--- src/vac_mul.sv ---
// ----------------------------------------------------------------------------
// vac_mul: two-stage unsigned multiplier.
// The operands are split in halves; partial products are registered first
// and summed in the second stage.
// ----------------------------------------------------------------------------
module vac_mul #(
    parameter int N = 32
) (
    input  logic           i_clk,
    input  logic [N-1:0]   i_a,
    input  logic [N-1:0]   i_b,
    output logic [2*N-1:0] o_p
);
    localparam int L = N / 2;
    localparam int H = N - L;

    logic [2*L-1:0] r_ll;
    logic [L+H-1:0] r_lh;
    logic [L+H-1:0] r_hl;
    logic [2*H-1:0] r_hh;
    logic [2*N-1:0] r_p;

    // First stage: four partial products.
    always_ff @(posedge i_clk) begin
        r_ll <= i_a[L-1:0] * i_b[L-1:0];
        r_lh <= (L+H)'(i_a[L-1:0]) * (L+H)'(i_b[N-1:L]);
        r_hl <= (L+H)'(i_a[N-1:L]) * (L+H)'(i_b[L-1:0]);
        r_hh <= i_a[N-1:L] * i_b[N-1:L];
    end

    // Second stage: weighted sum of the partial products.
    always_ff @(posedge i_clk) begin
        r_p <= (2*N)'(r_ll)
             + ((2*N)'(r_lh) << L)
             + ((2*N)'(r_hl) << L)
             + ((2*N)'(r_hh) << (2*L));
    end

    assign o_p = r_p;
endmodule

--- config.mk ---
export PLATFORM = sky130hd
export DESIGN_NAME = vac_mul
export DESIGN_NICKNAME = d
export VERILOG_FILES = /design/src/vac_mul.sv
export SDC_FILE = /design/constraint.sdc
export NUM_CORES = 2
export LEC_CHECK = 0
export BUFFER_PORTS_ARGS = -buffer_cell sky130_fd_sc_hd__buf_2
export CORE_ASPECT_RATIO = 0.5
export CORE_MARGIN = 3
export CORE_UTILIZATION = 65
export CTS_CLUSTER_SIZE = 40
export DETAILED_ROUTE_END_ITERATION = 12
export PLACE_DENSITY = 0.89
export SYNTH_ARGS = -nofsm -noshare
export SYNTH_HDL_FRONTEND = slang
export SYNTH_SLANG_ARGS = --single-unit
--- constraint.sdc ---
create_clock -name i_clk -period 9.3 [get_ports i_clk]
set_input_delay 0.93 -clock i_clk [delete_from_list [all_inputs] [get_ports i_clk]]
set_output_delay 0.93 -clock i_clk [all_outputs]
set_load 0.005 [all_outputs]
==> impl_metrics.ini <==
[worst_setup_path]
crit_path_max_fanout = 32
path_class = input pin to register
cp_data_arrival_time_ns = 7.21
required_ns = 9.68
crit_top_cell = fa_1
worst_path_max_delay_cell = buf_2
rr_startpoint = r_hl[7]$_DFF_P_
startpoint = i_a[9]
crit_family = adder cells
worstSetupEndpointType = register
path_buf_inv = 4
cpPeakStageDelay_ns = 0.63
start_kind = input pin
crit_chain = buf_2, nand2_1, fa_1, fa_1, fa_1, fa_1, inv_1, fa_1, inv_1, fa_1, inv_1, ha_1, a21oi_1, o21ai_0, a31oi_1, a211oi_2, nor2_1, a311oi_1, a31oi_1, o31ai_2, xor2_1

[synth]
ys_async_sr_fraction_pct = 0
synthesis.area_um2 = 41090
syn-mean-instance-area_um2 = 8.974
synthTopCellsByCount = inv_1, fa_1, nand2_1
yosysTopAreaCellShare_pct = 38.68
synth.most_common_cell = inv_1
yosys.area.top_type = fa_1
ys.flop_type = dfxtp_1
syn_nets = 5919
synth_edf_count = 0
synthCells = 4579
synth-seq-cells = 192
yosysUniqueCellTypes = 75
netlist_top_cells_area = fa_1, ha_1, dfxtp_1, inv_1, and2_1
yosysSeqAreaShare_pct = 9.354
yosysWarnings = 0

[floorplanning]
rows = 64
dieWidth_um = 361.6
dieArea_um2 = 66450
ioPinCount = 129
core_um2 = 61820
die_h_um = 183.8
start_util_pct = 66.47

[cells_and_area]
utilization_pct = 68.96
final_nets = 5864
fin_cells = 5364
area_delta_synth_final_pct = 3.745
drive_above_1_share_pct = 4.497

[clock_tree]
cts_htree_levels = 4
cts.path.max_buffers = 2
cts_buffers = 17
holdBufCountCts = 0
cts_resized = 0
cts.sinks = 192
cts_tree = done
clk_pin_slew_ns = 0.08
cts_setup_buffers = 0
clkLatencyLatePin_ns = 0.50
cts_root_buf = clkbuf_16

[grt]
grt_start_max_net_pins = 33
grt_pass1_wl_mm = 176.0
antenna_found_initial = 5
grt_overflow = 0
gr-usage-all-layers_pct = 33.37
grt_pass1_vias = 35520

[sta]
period_share_pct = 73.41
slew_headroom_pct = 40.30
finalHoldViolations = 0
maxSlewViolCount = 0
period_needed_ns = 6.828
setup_tns_ns = 0
tightest_slew_ns = 0.8955
rsz0062_at_grt = false
setup_viol = 0
clock_skew_ns = 0.01645
fmax_mhz = 146.5

[detailed_routing]
vias = 31893
routed_wl_mm = 105.5
drt_first_pass_iters = 6
drt_iter0_drc = 2840
via_per_inst = 5.946
drt-wirelength-per-cell_um = 19.66
drc_errors = 0
ant_nets = 0

[placed_design]
gp_congestion = 0.9383
port_buffers = 128
dp.cells = 5330
dp_hpwl_mm = 79.75

[status]
status = finished clean

[run]
maxCapViolations = 0

[worst_hold_path]
worstHoldStart = r_ll[2]$_DFF_P_
hp-class = register to register
-- through the flow --
stage          cell area, um2  hold slack [ns]  worst slack (ns)
2_1_floorplan           41090           0.3096             2.892
3_3_place_gp            42030           0.3103             2.284
6_report                42630           0.3294             2.472
3_5_place_dp            42030           0.3128             2.105
4_1_cts                 42620           0.3298             2.587
5_1_grt                 42630           0.3328             2.194
-- worst register-to-register path: stages, from the launching register on --
cell	delay [ns]
dfxtp_1	0.42
fa_1	0.44
ha_1	0.36
a21oi_1	0.65
inv_1	0.13
a31oi_2	0.42
o21ai_0	0.28
a221oi_1	0.40
xnor2_1	0.12
ha_1	0.26
fa_1	0.45
a21o_1	0.17
a21oi_1	0.22
o21bai_1	0.13
o2bb2ai_1	0.19
o31a_1	0.31
o41ai_2	0.43
o311a_1	0.35
nor2b_1	0.10
xor2_1	0.14
-- cell families after synthesis --
family | after synthesis | synth area share [%]
and+or+nand+nor | 1367 | 16.24
adders and majority gates | 1275 | 53.33
buffers and inverters | 1147 | 10.48
AOI/OAI and AO/OA | 432 | 7.055
DFF | 192 | 9.354
xor gates and xnor gates | 164 | 3.496
muxes | 2 | 0.04872
-- final cells by class --
cell class                      count  area, um2
Antenna cell                        3      7.507
Multi-Input combinational cell   3240      32940
Sequential cell                   192       3844
Clock buffer                       17      425.4
Timing Repair Buffer              135      693.2
Clock inverter                     14      165.2
Tap cell                          825       1032
Fill cell                        4371      19190
Inverter                          938       3521
-- layout by cell type (no fill, tap or decap), drive strengths merged, types with 13 or more instances in the layout --
master,instances
dfxtp,192
xnor2,113
a21o,78
nand2b,16
clkbuf,17
a21oi,138
nor3,20
o211ai,14
nor2b,16
o21bai,20
a211oi,22
nand4,16
o21a,13
and2,477
fa,794
nor2,99
a31oi,17
ha,481
inv,944
nand3,37
nand2,638
buf,135
o21ai,71
and3,22
xor2,51
-- per-layer routing --
metal  wire (um)  GRT usage (%)  vias to the layer above
li1            -              -                    13756
met1       38470          40.25                    15795
met2       48710          54.92                     1803
met3       11530          8.457                      539
met4        6752          19.65                        0
met5           0              0                        -
-- path summary, 6_finish.rpt --
check | endpoint | slack [ns] | cells past startpoint
worst max register to register | o_p[62]$_DFF_P_ | 3.20 | 19
worst min-delay path | o_p[2]$_DFF_P_ | 0.33 | 0
worst max-delay path | r_lh[30]$_DFF_P_ | 2.47 | 21
worst min register to register | o_p[2]$_DFF_P_ | 0.33 | 0
-- flip-flops by register name, indices dropped and copies added, names as in the netlist --
| name | count |
|---|---|
| r_lh | 32 |
| r_hl | 32 |
| r_hh | 32 |
| r_ll | 32 |
| o_p | 64 |
Power is left out: the tool's default activity adds up to more than one toggle a clock period on the data nets, which glitch-free logic cannot reach.
