<file path="src/vac_pkg.sv">
// ----------------------------------------------------------------------------
// vac_pkg: shared types and defaults for the vector angle cosine core.
// Holds the control word that travels with each item and parameter defaults.
// ----------------------------------------------------------------------------
package vac_pkg;

    // Default component width and number of fraction bits of the result.
    localparam int DEF_COMP_WIDTH = 16;
    localparam int DEF_FRAC_BITS  = 14;

    // Control word carried down the pipeline beside each item.
    typedef struct packed {
        logic valid;
        logic neg;
        logic degen;
    } t_ctl;

endpackage

</file>
<file path="src/vac_srch_stage.sv">
// ----------------------------------------------------------------------------
// vac_srch_stage: one bit of the result magnitude search.
// Tries to set bit K of r, keeping (2r-1)^2 * p and (2r-1) * p up to date
// with shifts and adds, and keeps the bit if the square stays within rhs.
// ----------------------------------------------------------------------------
module vac_srch_stage #(
    parameter int W         = 96,
    parameter int FRAC_BITS = 14,
    parameter int K         = 0
) (
    input  logic                  i_clk,
    input  logic                  i_rst_n,
    input  vac_pkg::t_ctl         i_ctl,
    input  logic signed [W-1:0]   i_s,
    input  logic signed [W-1:0]   i_t,
    input  logic signed [W-1:0]   i_p,
    input  logic signed [W-1:0]   i_rhs,
    input  logic [FRAC_BITS:0]    i_r,
    output vac_pkg::t_ctl         o_ctl,
    output logic signed [W-1:0]   o_s,
    output logic signed [W-1:0]   o_t,
    output logic signed [W-1:0]   o_p,
    output logic signed [W-1:0]   o_rhs,
    output logic [FRAC_BITS:0]    o_r
);
    import vac_pkg::*;

    localparam int RW = FRAC_BITS + 1;

    logic signed [W-1:0] w_cand;
    logic                w_allow;
    logic                w_take;

    t_ctl                r_ctl;
    logic signed [W-1:0] r_s;
    logic signed [W-1:0] r_t;
    logic signed [W-1:0] r_p;
    logic signed [W-1:0] r_rhs;
    logic [RW-1:0]       r_r;

    // Candidate square for r with bit K set; r may not pass 2^FRAC_BITS.
    assign w_cand  = i_s + (i_t <<< (K + 2)) + (i_p <<< (2 * K + 2));
    assign w_allow = (K == FRAC_BITS) || !i_r[FRAC_BITS];
    assign w_take  = w_allow && (w_cand <= i_rhs);

    // Control register.
    always_ff @(posedge i_clk) begin
        if (!i_rst_n) begin
            r_ctl <= '0;
        end else begin
            r_ctl <= i_ctl;
        end
    end

    // Data registers.
    always_ff @(posedge i_clk) begin
        r_p   <= i_p;
        r_rhs <= i_rhs;
        if (w_take) begin
            r_s <= w_cand;
            r_t <= i_t + (i_p <<< (K + 1));
            r_r <= i_r | (RW'(1) << K);
        end else begin
            r_s <= i_s;
            r_t <= i_t;
            r_r <= i_r;
        end
    end

    assign o_ctl = r_ctl;
    assign o_s   = r_s;
    assign o_t   = r_t;
    assign o_p   = r_p;
    assign o_rhs = r_rhs;
    assign o_r   = r_r;
endmodule

</file>
<file path="config.mk">
export PLATFORM = sky130hd
export DESIGN_NAME = vac_srch_stage
export DESIGN_NICKNAME = d
export VERILOG_FILES = /design/src/vac_pkg.sv /design/src/vac_srch_stage.sv
export SDC_FILE = /design/constraint.sdc
export NUM_CORES = 1
export LEC_CHECK = 0
export BUFFER_PORTS_ARGS = -buffer_cell sky130_fd_sc_hd__buf_4
export CAP_MARGIN = 15
export CORE_AREA = 2 2 312 314
export CTS_CLUSTER_SIZE = 28
export DETAILED_ROUTE_END_ITERATION = 8
export DIE_AREA = 0 0 314 316
export PLACE_DENSITY_LB_ADDON = 0.2
export SYNTH_ARGS = -nofsm -noshare
export SYNTH_HDL_FRONTEND = slang
export SYNTH_SLANG_ARGS = --single-unit
export TNS_END_PERCENT = 1
</file>
<file path="constraint.sdc">
create_clock -name i_clk -period 21.3 [get_ports i_clk]
set_clock_uncertainty 0.05 [all_clocks]
set_input_delay 3.195 -clock i_clk [delete_from_list [all_inputs] [get_ports i_clk]]
set_output_delay 3.195 -clock i_clk [all_outputs]
set_load 0.1 [all_outputs]
</file>
==> flow_results.xml, run 1 <==
<?xml version="1.0" encoding="UTF-8"?>
<metrics>
  <group name="power_and_ir_drop">
    <metric name="power_density" unit="nW/um^2">143</metric>
    <metric name="p_comb_share" unit="%">62.8</metric>
    <metric name="power_switching_share" unit="%">55.6</metric>
    <metric name="vdd_drop_max" unit="mV">0.0858</metric>
    <metric name="clock_power_share" unit="%">17.2</metric>
    <metric name="sequentialPowerShare" unit="%">20.0</metric>
    <metric name="p_int" unit="mW">2.22</metric>
    <metric name="static-leakage-power" unit="nW">16.4</metric>
    <metric name="power.switching" unit="mW">2.79</metric>
  </group>
  <group name="critical_path">
    <metric name="timing.critical_path.arrival" unit="ns">12.87</metric>
    <metric name="crit_path_start_kind" unit="">primary input</metric>
    <metric name="cp_max_fo" unit="">89</metric>
    <metric name="setup.worst_path.class" unit="">in -&gt; reg</metric>
    <metric name="critical_path.endpoint_type" unit="">register</metric>
    <metric name="critical_path_top_delay_cell" unit="">sky130_fd_sc_hd__buf_4</metric>
    <metric name="cp_common_cell" unit="">sky130_fd_sc_hd__inv_1</metric>
    <metric name="slowest_delay" unit="ns">0.88</metric>
    <metric name="wp_data_required" unit="ns">21.73</metric>
  </group>
  <group name="synthesis">
    <metric name="synth-edff-count" unit="">0</metric>
    <metric name="ys_async_sr_fraction" unit="%">0</metric>
    <metric name="syn-num-nets" unit="">3722</metric>
    <metric name="ys.flop_type" unit="">sky130_fd_sc_hd__dfxtp_1</metric>
    <metric name="ys.warnings.count" unit="">0</metric>
    <metric name="seq_total_area_yosys" unit="%">30.7</metric>
    <metric name="avgSynthCellArea" unit="sq um">8.93</metric>
    <metric name="mappedNetlistArea" unit="sq um">26300</metric>
    <metric name="netlist_instances" unit="">2941</metric>
    <metric name="synth_seq_cells" unit="">402</metric>
    <metric name="post_synth_num_cell_types" unit="">80</metric>
  </group>
  <group name="timing">
    <metric name="fin_tns_setup" unit="ns">0</metric>
    <metric name="timing.final.crit_period" unit="ns">12.44</metric>
    <metric name="maxSlewHeadroom" unit="%">17.2</metric>
    <metric name="max_freq" unit="GHz">0.0804</metric>
    <metric name="setup_viol" unit="">0</metric>
    <metric name="slew_violations" unit="">0</metric>
    <metric name="slew_at_the_pin_with_the_worst_max_slew_slack" unit="ns">1.24</metric>
    <metric name="finalHoldViolCount" unit="">0</metric>
    <metric name="fin_crit_sh" unit="%">58.4</metric>
    <metric name="final.hold.worst_slack" unit="ns">2.61</metric>
    <metric name="grt_setup_unrepaired" unit="">false</metric>
  </group>
  <group name="drt">
    <metric name="drt_iter0_drc" unit="">1668</metric>
    <metric name="drc_errors" unit="">0</metric>
    <metric name="firstDrtPassIters" unit="">5</metric>
    <metric name="dr_total_vias" unit="">25000</metric>
    <metric name="routed_wl" unit="um">117000</metric>
    <metric name="ant_nets" unit="">0</metric>
    <metric name="routedWlPerCell" unit="um">23.5</metric>
    <metric name="avgViaCountPerCell" unit="">5.00</metric>
  </group>
  <group name="cells_and_area">
    <metric name="areaGrowthSynthToFinish" unit="%">33.6</metric>
    <metric name="drive_above_1_share" unit="%">27.7</metric>
    <metric name="final_net_count" unit="">4457</metric>
    <metric name="stdcell_count" unit="">4996</metric>
  </group>
  <group name="global_route">
    <metric name="use_met2" unit="%">39.7</metric>
    <metric name="via_count_of_the_first_global_routing_pass" unit="">24900</metric>
    <metric name="grtUsageMet3" unit="%">5.55</metric>
    <metric name="grt_util_met1" unit="%">27.6</metric>
    <metric name="grt.busiest_layer" unit="">met2</metric>
    <metric name="grt_first_pass_wirelength" unit="um">166000</metric>
    <metric name="grt_overflow" unit="">0</metric>
    <metric name="grt_start_max_net_pins" unit="">90</metric>
    <metric name="antenna_found_initial" unit="">7</metric>
    <metric name="track_usage" unit="%">22.7</metric>
  </group>
  <group name="placement">
    <metric name="dp_hpwl" unit="um">101000</metric>
    <metric name="dp_cells" unit="">4901</metric>
    <metric name="number_of_port_buffers" unit="">805</metric>
    <metric name="routabilityCongestion" unit="">0.945</metric>
  </group>
  <group name="worst_hold_path">
    <metric name="hold_class" unit="">in -&gt; reg</metric>
    <metric name="holdCritStartpoint" unit="">i_rhs[41]</metric>
    <metric name="worst_hold_path.endpoint" unit="">o_rhs[41]$_DFF_P_</metric>
    <metric name="worst_hold_path_depth" unit="">1</metric>
  </group>
  <group name="die">
    <metric name="die-height" unit="um">316</metric>
    <metric name="die-area" unit="sq um">99200</metric>
    <metric name="num_io_pins" unit="">806</metric>
    <metric name="die-width" unit="um">314</metric>
    <metric name="placementRows" unit="">114</metric>
    <metric name="coreArea" unit="sq um">96000</metric>
    <metric name="effective_utilization_at_floorplan" unit="%">27.3</metric>
  </group>
  <group name="flow_run">
    <metric name="maxCapViolCount" unit="">0</metric>
  </group>
  <group name="clocking">
    <metric name="cts_buffers" unit="">49</metric>
    <metric name="postCtsSetupBuffers" unit="">0</metric>
    <metric name="clock_tree.buffer_depth" unit="">3</metric>
    <metric name="htreeDepth" unit="">2</metric>
    <metric name="cts.reportedPaths.clkPinSlew" unit="ns">0.06</metric>
    <metric name="cts.repair.resized" unit="">0</metric>
    <metric name="cts.hold.buffers_added" unit="">0</metric>
    <metric name="clkSinkCount" unit="">402</metric>
    <metric name="root_buffer" unit="">sky130_fd_sc_hd__clkbuf_16</metric>
    <metric name="tritoncts" unit="">built</metric>
  </group>
  <group name="outcome">
    <metric name="run_status" unit="">finished, final reports clean</metric>
  </group>
</metrics>
sequential cells by signal, indices dropped and copies added, names as in the netlist:
register and flops:
o_ctl 3, o_p 96, o_r 15, o_t 96, o_rhs 96, o_s 96
logic make-up (layout without fill, tap and decap cells):
| kind of cell | after synthesis | after routing | share of synthesized area [%] |
|---|---|---|---|
| AO/OA/AOI/OAI | 894 | 894 | 21.6 |
| other | 0 | 6 | 0 |
| flip-flops | 402 | 402 | 30.7 |
| XOR/XNOR | 177 | 177 | 5.90 |
| AND/OR/NAND/NOR | 691 | 691 | 12.5 |
| adder cells (fa/ha/maj) | 377 | 377 | 20.7 |
| buffers and inverters | 303 | 1076 | 4.48 |
| multiplexers | 97 | 97 | 4.15 |
routing by layer:
layer | vias to the layer above | share of wire [%]
met5 | - | 0.054
met4 | 10 | 2.7
met3 | 134 | 7.7
met2 | 959 | 49
met1 | 11900 | 41
li1 | 12000 | -
Yosys cell counts, drive strengths merged, types with 4 or more instances:
cell type | count | area (sq um)
nor2b | 16 | 100
a31oi | 26 | 163
and4 | 12 | 105
a221oi | 9 | 85.1
and2 | 16 | 100
a21o | 152 | 1140
mux2 | 94 | 1060
a211oi | 22 | 175
inv | 175 | 657
or2 | 9 | 56.3
nand2b | 16 | 100
a21oi | 351 | 1760
or3 | 13 | 91.3
nor3 | 40 | 205
nand4 | 97 | 607
nor4 | 8 | 56.3
o2111ai | 5 | 56.3
and3 | 15 | 93.8
o21bai | 49 | 368
a21boi | 12 | 90.1
xnor2 | 108 | 946
o31a | 4 | 35.0
o211ai | 9 | 72.6
o21ai | 154 | 771
clkbuf | 98 | 368
o221ai | 8 | 70.1
a2111oi | 8 | 82.6
o31ai | 18 | 174
nand3 | 36 | 180
dfxtp | 402 | 8050
xor2 | 69 | 604
buf | 30 | 153
o21a | 22 | 165
a221o | 6 | 60.1
fa | 95 | 1900
nand2 | 180 | 678
ha | 282 | 3530
nor2 | 224 | 841
o41ai | 5 | 85.1
stage by stage:
stage | area, sq um | utilization [%] | worst slack, ns | power, mW
6_report | 35100 | 36.6 | 8.86 | 5.01
5_1_grt | 35100 | 36.5 | 8.27 | 5.24
4_1_cts | 35100 | 36.5 | 8.96 | 5.06
3_5_place_dp | 33400 | 34.8 | 8.33 | 4.17
3_3_place_gp | 33400 | 34.8 | 8.37 | 4.17
2_1_floorplan | 26300 | - | 12.16 | 3.32
placed cells by master (no fill, tap or decap), types with 7 or more instances in the layout:
cell type,n
sky130_fd_sc_hd__a211oi_1,20
sky130_fd_sc_hd__a21boi_0,11
sky130_fd_sc_hd__a21o_1,152
sky130_fd_sc_hd__a21oi_1,349
sky130_fd_sc_hd__a221oi_1,8
sky130_fd_sc_hd__a31oi_1,26
sky130_fd_sc_hd__and2_1,16
sky130_fd_sc_hd__and3_1,15
sky130_fd_sc_hd__and4_1,12
sky130_fd_sc_hd__buf_4,812
sky130_fd_sc_hd__clkbuf_1,9
sky130_fd_sc_hd__clkbuf_16,51
sky130_fd_sc_hd__dfxtp_1,402
sky130_fd_sc_hd__fa_1,95
sky130_fd_sc_hd__ha_1,282
sky130_fd_sc_hd__inv_1,175
sky130_fd_sc_hd__mux2_2,94
sky130_fd_sc_hd__nand2_1,178
sky130_fd_sc_hd__nand2b_1,16
sky130_fd_sc_hd__nand3_1,36
sky130_fd_sc_hd__nand4_1,97
sky130_fd_sc_hd__nor2_1,224
sky130_fd_sc_hd__nor2b_1,16
sky130_fd_sc_hd__nor3_1,39
sky130_fd_sc_hd__nor4_1,7
sky130_fd_sc_hd__o211ai_1,8
sky130_fd_sc_hd__o21a_1,22
sky130_fd_sc_hd__o21ai_0,140
sky130_fd_sc_hd__o21ai_1,14
sky130_fd_sc_hd__o21bai_1,49
sky130_fd_sc_hd__o221ai_1,8
sky130_fd_sc_hd__o31ai_1,12
sky130_fd_sc_hd__or2_2,8
sky130_fd_sc_hd__or3_1,11
sky130_fd_sc_hd__xnor2_1,108
sky130_fd_sc_hd__xor2_1,69
power by group through the flow:
| stage | logic [mW] | clock network, mW | registers, mW |
|---|---|---|---|
| 2_1_floorplan | 0.928 | 0 | 2.39 |
| 3_3_place_gp | 3.16 | 0 | 1.02 |
| 3_5_place_dp | 3.15 | 0 | 1.02 |
| 4_1_cts | 3.16 | 0.892 | 1.00 |
| 5_1_grt | 3.30 | 0.918 | 1.02 |
| 6_report | 3.15 | 0.864 | 1.00 |
critical path, delay by kind of cell:
kind                       cells  cell delay [ns]
adders and majority gates      4             1.38
xor gates and xnor gates       2             0.35
AOI/OAI and AO/OA             10             3.20
and+or+nand+nor                6             2.46
buffers and inverters          7             2.08
how the worst max path moves through the flow:
| stage | startpoint | end | slack, ns | cells past startpoint |
|---|---|---|---|---|
| 2_1_floorplan | i_s[3] | o_s[84]$_DFF_P_ | 12.16 | 27 |
| 3_5_place_dp | i_p[1] | o_s[64]$_DFF_P_ | 8.33 | 29 |
| 5_1_grt | i_p[1] | o_s[64]$_DFF_P_ | 8.27 | 29 |
| 4_1_cts | i_p[1] | o_s[64]$_DFF_P_ | 8.96 | 29 |
| 6_report | i_p[1] | o_s[64]$_DFF_P_ | 8.86 | 29 |
| 3_3_place_gp | i_p[1] | o_s[64]$_DFF_P_ | 8.37 | 29 |
layout make-up:
type,count,area [sq um]
Sequential cell,402,8050
Clock inverter,23,244
Inverter,175,657
Multi-Input combinational cell,2236,17000
Clock buffer,66,1390
Fill cell,10100,60900
Tap cell,1276,1600
Timing Repair Buffer,812,6100
Antenna cell,6,15.0
(Power assumes the default switching activity.)
==> run 2, diff against run 1 <==
--- a/config.mk
+++ b/config.mk
@@ -7,10 +7,10 @@
 export LEC_CHECK = 0
 export BUFFER_PORTS_ARGS = -buffer_cell sky130_fd_sc_hd__buf_4
 export CAP_MARGIN = 15
-export CORE_AREA = 2 2 312 314
+export CORE_AREA = 2 2 318 320
 export CTS_CLUSTER_SIZE = 28
 export DETAILED_ROUTE_END_ITERATION = 8
-export DIE_AREA = 0 0 314 316
+export DIE_AREA = 0 0 320 322
 export PLACE_DENSITY_LB_ADDON = 0.2
 export SYNTH_ARGS = -nofsm -noshare
 export SYNTH_HDL_FRONTEND = slang
==> constraint.sdc (replaced) <==
create_clock -name i_clk -period 10.09 [get_ports i_clk]
set_clock_uncertainty 0.05 [all_clocks]
set_input_delay 1.5135 -clock i_clk [delete_from_list [all_inputs] [get_ports i_clk]]
set_output_delay 1.5135 -clock i_clk [all_outputs]
set_load 0.1 [all_outputs]
==> run 2 against run 1 <==
Critical path depth fell by 5. Non-clock buffer count grew 5. Sequential cell count unchanged. Critical path type unchanged. First-iteration DRC count is 1.6% lower. Routed wire length up 2.5%. Die area rose by 3.8%. Critical endpoint is now o_t[77]$_DFF_P_.
==> flow_results.xml, run 2 (same netlist as run 1, synthesis figures left out) <==
<?xml version="1.0" encoding="UTF-8"?>
<metrics>
  <group name="clocking">
    <metric name="cts.repair.resized" unit="">0</metric>
    <metric name="root_buffer" unit="">sky130_fd_sc_hd__clkbuf_16</metric>
    <metric name="postCtsSetupBuffers" unit="">0</metric>
    <metric name="clock_tree.buffer_depth" unit="">3</metric>
    <metric name="htreeDepth" unit="">2</metric>
    <metric name="tritoncts" unit="">built</metric>
    <metric name="clkSinkCount" unit="">402</metric>
    <metric name="cts.hold.buffers_added" unit="">0</metric>
    <metric name="cts.reportedPaths.clkPinSlew" unit="ns">0.06</metric>
    <metric name="cts_buffers" unit="">52</metric>
  </group>
  <group name="drt">
    <metric name="routedWlPerCell" unit="um">24.0</metric>
    <metric name="drt_iter0_drc" unit="">1642</metric>
    <metric name="dr_total_vias" unit="">24900</metric>
    <metric name="routed_wl" unit="um">120000</metric>
    <metric name="firstDrtPassIters" unit="">6</metric>
    <metric name="drc_errors" unit="">0</metric>
    <metric name="ant_nets" unit="">0</metric>
    <metric name="avgViaCountPerCell" unit="">4.96</metric>
  </group>
  <group name="global_route">
    <metric name="grt_overflow" unit="">0</metric>
    <metric name="track_usage" unit="%">22.4</metric>
    <metric name="antenna_found_initial" unit="">10</metric>
    <metric name="grt_first_pass_wirelength" unit="um">170000</metric>
    <metric name="grt_start_max_net_pins" unit="">72</metric>
    <metric name="via_count_of_the_first_global_routing_pass" unit="">25400</metric>
  </group>
  <group name="power_and_ir_drop">
    <metric name="power_density" unit="nW/um^2">304</metric>
    <metric name="static-leakage-power" unit="nW">16.5</metric>
    <metric name="vdd_drop_max" unit="mV">0.161</metric>
  </group>
  <group name="timing">
    <metric name="maxSlewHeadroom" unit="%">21.2</metric>
    <metric name="final.hold.worst_slack" unit="ns">0.932</metric>
    <metric name="grt_setup_unrepaired" unit="">false</metric>
    <metric name="slew_violations" unit="">0</metric>
    <metric name="slew_at_the_pin_with_the_worst_max_slew_slack" unit="ns">1.15</metric>
    <metric name="max_freq" unit="GHz">0.112</metric>
    <metric name="timing.final.crit_period" unit="ns">8.95</metric>
    <metric name="fin_tns_setup" unit="ns">0</metric>
    <metric name="setup_viol" unit="">0</metric>
    <metric name="final.setup.worst_slack" unit="ns">1.14</metric>
    <metric name="fin_crit_sh" unit="%">88.7</metric>
    <metric name="finalHoldViolCount" unit="">0</metric>
  </group>
  <group name="critical_path">
    <metric name="critical_path.endpoint_type" unit="">register</metric>
    <metric name="wp_data_required" unit="ns">10.58</metric>
    <metric name="crit_chain" unit="">buf_4, fa_1, ha_1, nand2_1, nor4_2, nand3_1, a211oi_1, o21ai_1, o41ai_4, a31oi_1, o21ai_1, a221oi_1, xnor2_1, ha_1, nand4_1, nor4_1, nand3_1, o21ai_0, a311o_1, and2_1, buf_4, nor2_1, nand3_1, nor3b_1</metric>
    <metric name="cp_max_fo" unit="">9</metric>
    <metric name="slowest_delay" unit="ns">0.76</metric>
    <metric name="crit_path_start_kind" unit="">primary input</metric>
    <metric name="timing.critical_path.arrival" unit="ns">9.44</metric>
    <metric name="setup.worst_path.class" unit="">in -&gt; reg</metric>
    <metric name="cp_common_cell" unit="">sky130_fd_sc_hd__nand3_1</metric>
    <metric name="critical_path_top_delay_cell" unit="">sky130_fd_sc_hd__o41ai_4</metric>
  </group>
  <group name="cells_and_area">
    <metric name="leading_cell_types_in_the_layout_fill_and_taps_excluded" unit="">sky130_fd_sc_hd__buf_4 (813), sky130_fd_sc_hd__dfxtp_1 (402), sky130_fd_sc_hd__a21oi_1 (349), sky130_fd_sc_hd__ha_1 (282), sky130_fd_sc_hd__nor2_1 (224)</metric>
    <metric name="drive_above_1_share" unit="%">27.9</metric>
    <metric name="final_net_count" unit="">4465</metric>
    <metric name="most_common_cell_after_layout_fill_and_taps_aside" unit="">sky130_fd_sc_hd__buf_4</metric>
    <metric name="areaGrowthSynthToFinish" unit="%">34.5</metric>
    <metric name="seq_area" unit="sq um">8050</metric>
    <metric name="n_fill_cell" unit="">10400</metric>
    <metric name="multi_input_comb_area" unit="sq um">17000</metric>
  </group>
  <group name="outcome">
    <metric name="run_status" unit="">finished, final reports clean</metric>
  </group>
  <group name="die">
    <metric name="die-height" unit="um">322</metric>
    <metric name="die-width" unit="um">320</metric>
    <metric name="num_io_pins" unit="">806</metric>
    <metric name="coreArea" unit="sq um">99600</metric>
    <metric name="die-area" unit="sq um">103000</metric>
    <metric name="effective_utilization_at_floorplan" unit="%">26.4</metric>
    <metric name="placementRows" unit="">116</metric>
  </group>
  <group name="flow_run">
    <metric name="maxCapViolCount" unit="">0</metric>
  </group>
  <group name="placement">
    <metric name="number_of_port_buffers" unit="">805</metric>
    <metric name="dp_hpwl" unit="um">103000</metric>
    <metric name="pre_cts_ws" unit="ns">0.649</metric>
    <metric name="routabilityCongestion" unit="">0.924</metric>
  </group>
  <group name="worst_hold_path">
    <metric name="hold_class" unit="">in -&gt; reg</metric>
  </group>
</metrics>
## run 2: final cells by class
cell class	instances	area share, %
inverter	175	1.86
antenna	2	0.0142
tap	1298	4.60
multi-input combinational	2236	48.2
clock buffer	69	4.21
clock inverter	22	0.772
sequential	402	22.8
timing repair buffer	817	17.5
## run 2: worst paths after layout
path | from | to | slack, ns | cells past startpoint
hold / removal | i_r[3] | o_r[3]$_DFF_P_ | 0.93 | 1
setup / recovery | i_p[27] | o_t[77]$_DFF_P_ | 1.14 | 24
## run 2: stage by stage
step	utilization (%)	total power [mW]	area, sq um	std cells
after global placement	33.7	8.84	33500	4928
after global routing	35.5	11.2	35300	5020
after detailed placement	33.7	8.84	33500	4928
after CTS	35.5	10.9	35300	5019
after floorplan	-	7.01	26300	2941
final	35.5	10.8	35300	5021
## run 2: critical path, delay by kind of cell
kind | cells | cell delay [ns]
xor gates and xnor gates | 1 | 0.21
buffers and inverters | 2 | 0.47
and+or+nand+nor | 10 | 2.79
AOI/OAI and AO/OA | 8 | 3.21
adders and majority gates | 3 | 1.19
## run 2: power breakdown
part	switching, mW	leakage, nW	internal (mW)
registers	0.156	3.39	2.00
logic	4.97	12.3	1.67
clock network	0.795	0.860	1.16
total	5.92	16.5	4.83
## run 2: per-layer routing
layer	vias to the layer above	share of wire (%)	global-route usage, %
met5	-	0.076	0
met4	14	2.2	5.36
met3	123	7.1	5.24
met2	890	49	39.7
met1	11900	42	27.2
li1	12000	-	-
